## src/sv/atbc_pkg.sv

```systemverilog
// shared constants, register codes and state types for the beat counter
`default_nettype none

package atbc_pkg;

  // window geometry
  localparam int WINDOW    = 500;
  localparam int RECOMPUTE = 100;
  localparam int ADDR_W    = $clog2(WINDOW);
  localparam int RC_W      = (RECOMPUTE > 1) ? $clog2(RECOMPUTE) : 1;

  // field widths
  localparam int TIME_W     = 32;
  localparam int SMP_W      = 12;
  localparam int PCT_W      = 7;
  localparam int PERIOD_W   = 10;
  localparam int GAP_W      = 16;
  localparam int RPT_W      = 20;
  localparam int SCALE_W    = 6;
  localparam int BEAT_W     = 8;
  localparam int BPM_W      = 14;
  localparam int CFG_IDX_W  = 3;
  localparam int CFG_DATA_W = 20;

  // threshold arithmetic: span * percent, then divide by 100 via reciprocal
  localparam int PCT_DIV     = 100;
  localparam int PROD_W      = SMP_W + PCT_W;
  localparam int DIV_SHIFT   = 26;
  localparam int DIV_RECIP_W = 20;
  localparam logic [DIV_RECIP_W-1:0] DIV_RECIP =
    DIV_RECIP_W'((2**DIV_SHIFT + PCT_DIV - 1) / PCT_DIV);
  localparam int QUO_W = 13;
  localparam logic [SMP_W-1:0] SMP_MAX = {SMP_W{1'b1}};
  localparam logic [BEAT_W-1:0] BEAT_MAX = {BEAT_W{1'b1}};

  // register reset values
  localparam logic [PCT_W-1:0]    RST_THRESHOLD_PERCENT = PCT_W'(65);
  localparam logic [PERIOD_W-1:0] RST_SAMPLE_PERIOD     = PERIOD_W'(50);
  localparam logic [SMP_W-1:0]    RST_CLIP_LEVEL        = SMP_W'(4090);
  localparam logic [GAP_W-1:0]    RST_MIN_GAP           = GAP_W'(300);
  localparam logic [GAP_W-1:0]    RST_MAX_GAP           = GAP_W'(2000);
  localparam logic [RPT_W-1:0]    RST_REPORT_PERIOD     = RPT_W'(10000);
  localparam logic [SCALE_W-1:0]  RST_RATE_SCALE        = SCALE_W'(6);

  // configuration register indexes
  typedef enum logic [CFG_IDX_W-1:0] {
    REG_THRESHOLD_PERCENT = 3'd0,
    REG_SAMPLE_PERIOD     = 3'd1,
    REG_CLIP_LEVEL        = 3'd2,
    REG_MIN_GAP           = 3'd3,
    REG_MAX_GAP           = 3'd4,
    REG_REPORT_PERIOD     = 3'd5,
    REG_RATE_SCALE        = 3'd6
  } cfg_reg_t;

  // item sequencer states
  typedef enum logic [2:0] {
    ST_IDLE,
    ST_EVAL,
    ST_SCAN_GO,
    ST_SCAN_WAIT,
    ST_PEAK,
    ST_RPT
  } top_state_t;

  // window scan unit states
  typedef enum logic [2:0] {
    SC_IDLE,
    SC_READ,
    SC_DRAIN,
    SC_MUL1,
    SC_MUL2,
    SC_SUM
  } scan_state_t;

endpackage

`default_nettype wire

```

## src/sv/atbc_scan.sv

```systemverilog
// window scan unit: walks the ring for max and nonzero min, then forms the threshold
`default_nettype none

module atbc_scan (
  input  wire logic                         clk,
  input  wire logic                         rst_n,
  input  wire logic                         start,
  input  wire logic [atbc_pkg::PCT_W-1:0]   pct,
  output logic      [atbc_pkg::ADDR_W-1:0]  rd_addr,
  input  wire logic [atbc_pkg::SMP_W-1:0]   rd_data,
  output logic                              done,
  output logic      [atbc_pkg::SMP_W-1:0]   thr
);

  import atbc_pkg::*;

  scan_state_t state_r, state_nxt;

  logic [ADDR_W-1:0]                cnt_r;
  logic                             rd_vld_r;
  logic [SMP_W-1:0]                 hi_r;
  logic [SMP_W-1:0]                 lo_r;
  logic                             any_r;
  logic [SMP_W-1:0]                 base_r;
  logic [PROD_W-1:0]                prod_r;
  logic [QUO_W-1:0]                 quo_r;
  logic [SMP_W-1:0]                 lo_eff;
  logic [PROD_W+DIV_RECIP_W-1:0]    div_full;
  logic [SMP_W+1:0]                 sum;

  // next state
  always_comb begin
    state_nxt = state_r;
    case (state_r)
      SC_IDLE:  if (start) state_nxt = SC_READ;
      SC_READ:  if (cnt_r == ADDR_W'(WINDOW - 1)) state_nxt = SC_DRAIN;
      SC_DRAIN: state_nxt = SC_MUL1;
      SC_MUL1:  state_nxt = SC_MUL2;
      SC_MUL2:  state_nxt = SC_SUM;
      SC_SUM:   state_nxt = SC_IDLE;
      default:  state_nxt = SC_IDLE;
    endcase
  end

  // outputs
  always_comb begin
    rd_addr = cnt_r;
    done    = (state_r == SC_SUM);
  end

  // datapath pieces
  assign lo_eff   = any_r ? lo_r : hi_r;
  assign div_full = (PROD_W+DIV_RECIP_W)'(prod_r) * (PROD_W+DIV_RECIP_W)'(DIV_RECIP);
  assign sum      = {2'b00, base_r} + {1'b0, quo_r};
  assign thr      = (sum > {2'b00, SMP_MAX}) ? SMP_MAX : sum[SMP_W-1:0];

  // control registers
  always_ff @(posedge clk) begin
    if (!rst_n) begin
      state_r  <= SC_IDLE;
      rd_vld_r <= 1'b0;
    end else begin
      state_r  <= state_nxt;
      rd_vld_r <= (state_r == SC_READ);
    end
  end

  // address walk and running max / nonzero min
  always_ff @(posedge clk) begin
    if (state_r == SC_IDLE && start) begin
      cnt_r <= '0;
      hi_r  <= '0;
      lo_r  <= SMP_MAX;
      any_r <= 1'b0;
    end else begin
      if (state_r == SC_READ) begin
        cnt_r <= cnt_r + ADDR_W'(1);
      end
      if (rd_vld_r) begin
        if (rd_data > hi_r) begin
          hi_r <= rd_data;
        end
        if (rd_data != '0 && rd_data < lo_r) begin
          lo_r  <= rd_data;
          any_r <= 1'b1;
        end
      end
    end
  end

  // span times percent, then divide by 100 through the reciprocal
  always_ff @(posedge clk) begin
    if (state_r == SC_MUL1) begin
      base_r <= lo_eff;
      prod_r <= PROD_W'(hi_r - lo_eff) * PROD_W'(pct);
    end
    if (state_r == SC_MUL2) begin
      quo_r <= div_full[DIV_SHIFT +: QUO_W];
    end
  end

endmodule

`default_nettype wire

```

## config.mk

```make
export PLATFORM = sky130hd
export DESIGN_NAME = atbc_scan
export DESIGN_NICKNAME = d
export VERILOG_FILES = /design/src/sv/atbc_pkg.sv /design/src/sv/atbc_scan.sv
export SDC_FILE = /design/constraint.sdc
export NUM_CORES = 1
export LEC_CHECK = 0
export BUFFER_PORTS_ARGS = -buffer_cell sky130_fd_sc_hd__buf_2
export CAP_MARGIN = 20
export CORE_MARGIN = 3
export CORE_UTILIZATION = 25
export DETAILED_ROUTE_END_ITERATION = 8
export PLACE_DENSITY = 0.4
export SYNTH_ARGS = -nofsm -noshare
export SYNTH_HDL_FRONTEND = slang
export SYNTH_SLANG_ARGS = --single-unit
export TNS_END_PERCENT = 50
```

## constraint.sdc

```tcl
create_clock -name clk -period 9 [get_ports clk]
set_input_delay 0.45 -clock clk [delete_from_list [all_inputs] [get_ports clk]]
set_output_delay 0.45 -clock clk [all_outputs]
set_load 0.005 [all_outputs]
```

==> results.md <==
* Status: complete, no violations
* # rows at 85
* RePlAce Congestion at roughly 0.79
* Post-synth net total at between 1500 and 2000
* Via count at between 9000 and 10000
* Yosys cell types at between 60 and 70
* WP data arrival at 7.19 ns
* WL per Instance at ~15 µm
* Syn Area/Cell at 9.73 µm²
* Final hold vios at 0
* Fin Setup TNS at 0 ns
* CTS sink cnt at 82
* Count leader, synth: inv_1
* Yosys warnings at 0
* Antenna fix cells at 0
* Area after DPL at 14800 µm²
* Layout Skew at 0.0100 ns
* Kind of critical path: reg -> reg
* Unrepaired setup endpoints after global routing: false
* Fin crit share at 78.9%
* Initial DRC Count at 322
* Share of cells above drive strength 1 at 5.16%
* Cell mode on critical path: fa_1
* TritonCTS buffer count at 9
* Synth area leaders: fa_1 28%, ha_1 22%, edfxtp_1 9.6%
* # hold bufs at CTS at 0
* Clock latency at the later pin of the worst-skew pair at about 0.35 ns
* Port Buffers at 43
* Post-synth EDFFs at 44
* DRC viols at 0
* Final WL at between 30 and 40 mm
* Async set-reset flop share out of synthesis at 0%
* Overflow after GRT at 0
* DP HPWL at 28.9 mm
* Required @ worst endpoint at 9.09 ns
* Synth-to-Final Area Change at 9.48%
* Non-Filler Instances at 2149
* Max Cap Viol at 0
* Global-route wire length before repair at 54.5 mm
* CTS tree: done
* Critical path's top delay family: adder cells
* Final min period at around 7.1 ns
* CTS resizes at 0
* Starting density of the core at 25.4%
* Seq cells post-synth at 82
* H-tree depth at 3
* Synth top cells by count: 326 x inv_1, 245 x ha_1, 194 x fa_1
* # Post-CTS Setup Buffers at 0
* Ys flop type: edfxtp_1
* Seq/Total Area, Yosys at 15.2%
* I/O Pins at 44
* CP endpoint kind: flop
* Post-synth top area share at 28.3%
* Gate count of the mapped netlist at approximately 1400
* Number of global-route vias before repair at between 9000 and 10000
* Design area at between 15000 and 20000 µm²
* # setup viols final at 0
* NumNets Final at 1909
* CP Buf/Inv Count at 2
* Core Area at 54000 µm²
* FF-to-FF Start: any_r$_SDFFE_PP0P_
* Clock Tree Root: clkbuf_16
* Worst-Margin Slew at 1.10 ns
* Initial antenna violation count at 0
* Reg2Reg Depth at 25
* Clock-pin slew on the worst setup and hold paths at ~0.070 ns
* Final Max Slew Viols at 0
* First drt pass iteration count at 4
* Peak Freq at between 100 and 150 MHz
* CP max stage delay at approximately 0.87 ns
* Post-synthesis cell area at between 10000 and 15000 µm²
* Hold WC Path Type: in -> reg
* Area leader, netlist: fa_1
* Chip width at roughly 240 µm
* Via density at around 4.3
* Buffer depth of the longest clock path at 2
* DP Cell Count at 2132
* Slowest CP cell: dfxtp_1
* Worst Setup Start Kind: flop
* Rel. slew slack at 26.3%
* Hold WS at 0.360 ns
* Largest net degree at the start of global routing at 33
* Die footprint at slightly below 60000 µm²
* HP Start: rst_n
* Hold Path Depth at 2
* Routed Antenna Nets at 0
* Die height at 240 µm
* Total global-route track usage at 12.0%
* Worst reg2reg setup slack at around 1.9 ns
* Critical path peak fanout at 25
* Worst R2R End: prod_r[18]$_DFFE_PN_
* Hold EP: state_r[2]$_SDFFE_PN0P_
area by class of cell:
cell class	instances	area, µm²
clock buffer	11	233
clock inverter	5	37.5
inverter	326	1220
fill	5771	39000
sequential	82	2080
multi-input combinational	983	10300
timing repair buffer	46	235
tap	696	871
logic make-up after synthesis:
group	synth area share, %
AOI/OAI and AO/OA	9.51
and+or+nand+nor	10.7
buffers and inverters	9.50
adders and majority gates	50.6
xor gates and xnor gates	3.44
muxes	1.02
DFF	15.2
stage by stage:
stage                     setup slack, ns  util [%]
after floorplan                      2.56         -
after global placement               2.05      27.3
after detailed placement             1.95      27.3
after CTS                            1.91      27.8
after global routing                 1.34      27.8
final                                1.90      27.8
placed cells by master (no fill, tap or decap), drive strengths merged, types with 3 or more instances in the layout:
cell type / n
buf: 46
nor2: 53
dfxtp: 38
nand3: 13
or3: 7
o21ai: 41
xnor2: 33
o41ai: 3
edfxtp: 44
a2111oi: 3
nor3b: 3
o31ai: 4
inv: 329
o21a: 25
or2: 3
and2: 60
and3: 5
nor3: 15
a21boi: 3
clkbuf: 11
nand4: 12
o21bai: 4
a21o: 23
o211ai: 10
mux2i: 14
nor4: 6
ha: 245
nand2: 67
fa: 194
a31oi: 5
o31a: 3
nor2b: 22
nand2b: 7
a211oi: 5
xor2: 20
a211o: 3
and4: 3
a21oi: 49
worst reg2reg max path: stages, from the launching register on:
cell and delay [ns]:
dfxtp_1 0.87, o21ai_0 0.29, ha_1 0.29, fa_1 0.41, nor2b_1 0.16, o31a_1 0.19, o211ai_1 0.12, nand2_1 0.08
a21oi_1 0.07, xnor2_1 0.43, and2_1 0.22, fa_1 0.43, fa_1 0.47, fa_1 0.54, inv_1 0.05, fa_1 0.52
inv_1 0.04, ha_1 0.34, a21o_1 0.15, a21oi_1 0.09, o21bai_1 0.25, nand3_1 0.11, a21boi_0 0.31, o31ai_1 0.15
xnor2_1 0.15, xnor2_1 0.14
registers in the layout, indices dropped and copies added (netlist names):
name	flops
any_r	1
base_r	12
state_r	3
hi_r	12
rd_addr	9
quo_r	13
rd_vld_r	1
prod_r	19
lo_r	12
worst max-delay path by stage:
stage / from / endpoint / slack [ns] / cells after the start
final: any_r$_SDFFE_PP0P_ / prod_r[18]$_DFFE_PN_ / 1.90 / 25
after global routing: any_r$_SDFFE_PP0P_ / prod_r[18]$_DFFE_PN_ / 1.34 / 25
after CTS: any_r$_SDFFE_PP0P_ / prod_r[18]$_DFFE_PN_ / 1.91 / 25
after detailed placement: any_r$_SDFFE_PP0P_ / prod_r[18]$_DFFE_PN_ / 1.95 / 25
after global placement: any_r$_SDFFE_PP0P_ / prod_r[18]$_DFFE_PN_ / 2.05 / 25
after floorplan: any_r$_SDFFE_PP0P_ / prod_r[18]$_DFFE_PN_ / 2.56 / 27
routing by layer:
| metal | global-route usage, % | vias to the layer above | wire, µm |
|---|---|---|---|
| li1 | - | 4633 | - |
| met1 | 16.7 | 4491 | 15800 |
| met2 | 20.7 | 81 | 16100 |
| met3 | 1.09 | 10 | 866 |
| met4 | 1.86 | 0 | 235 |
| met5 | 0 | - | 0 |
Power is left out: the tool's default activity adds up to more than one toggle a clock period on the data nets, which glitch-free logic cannot reach.
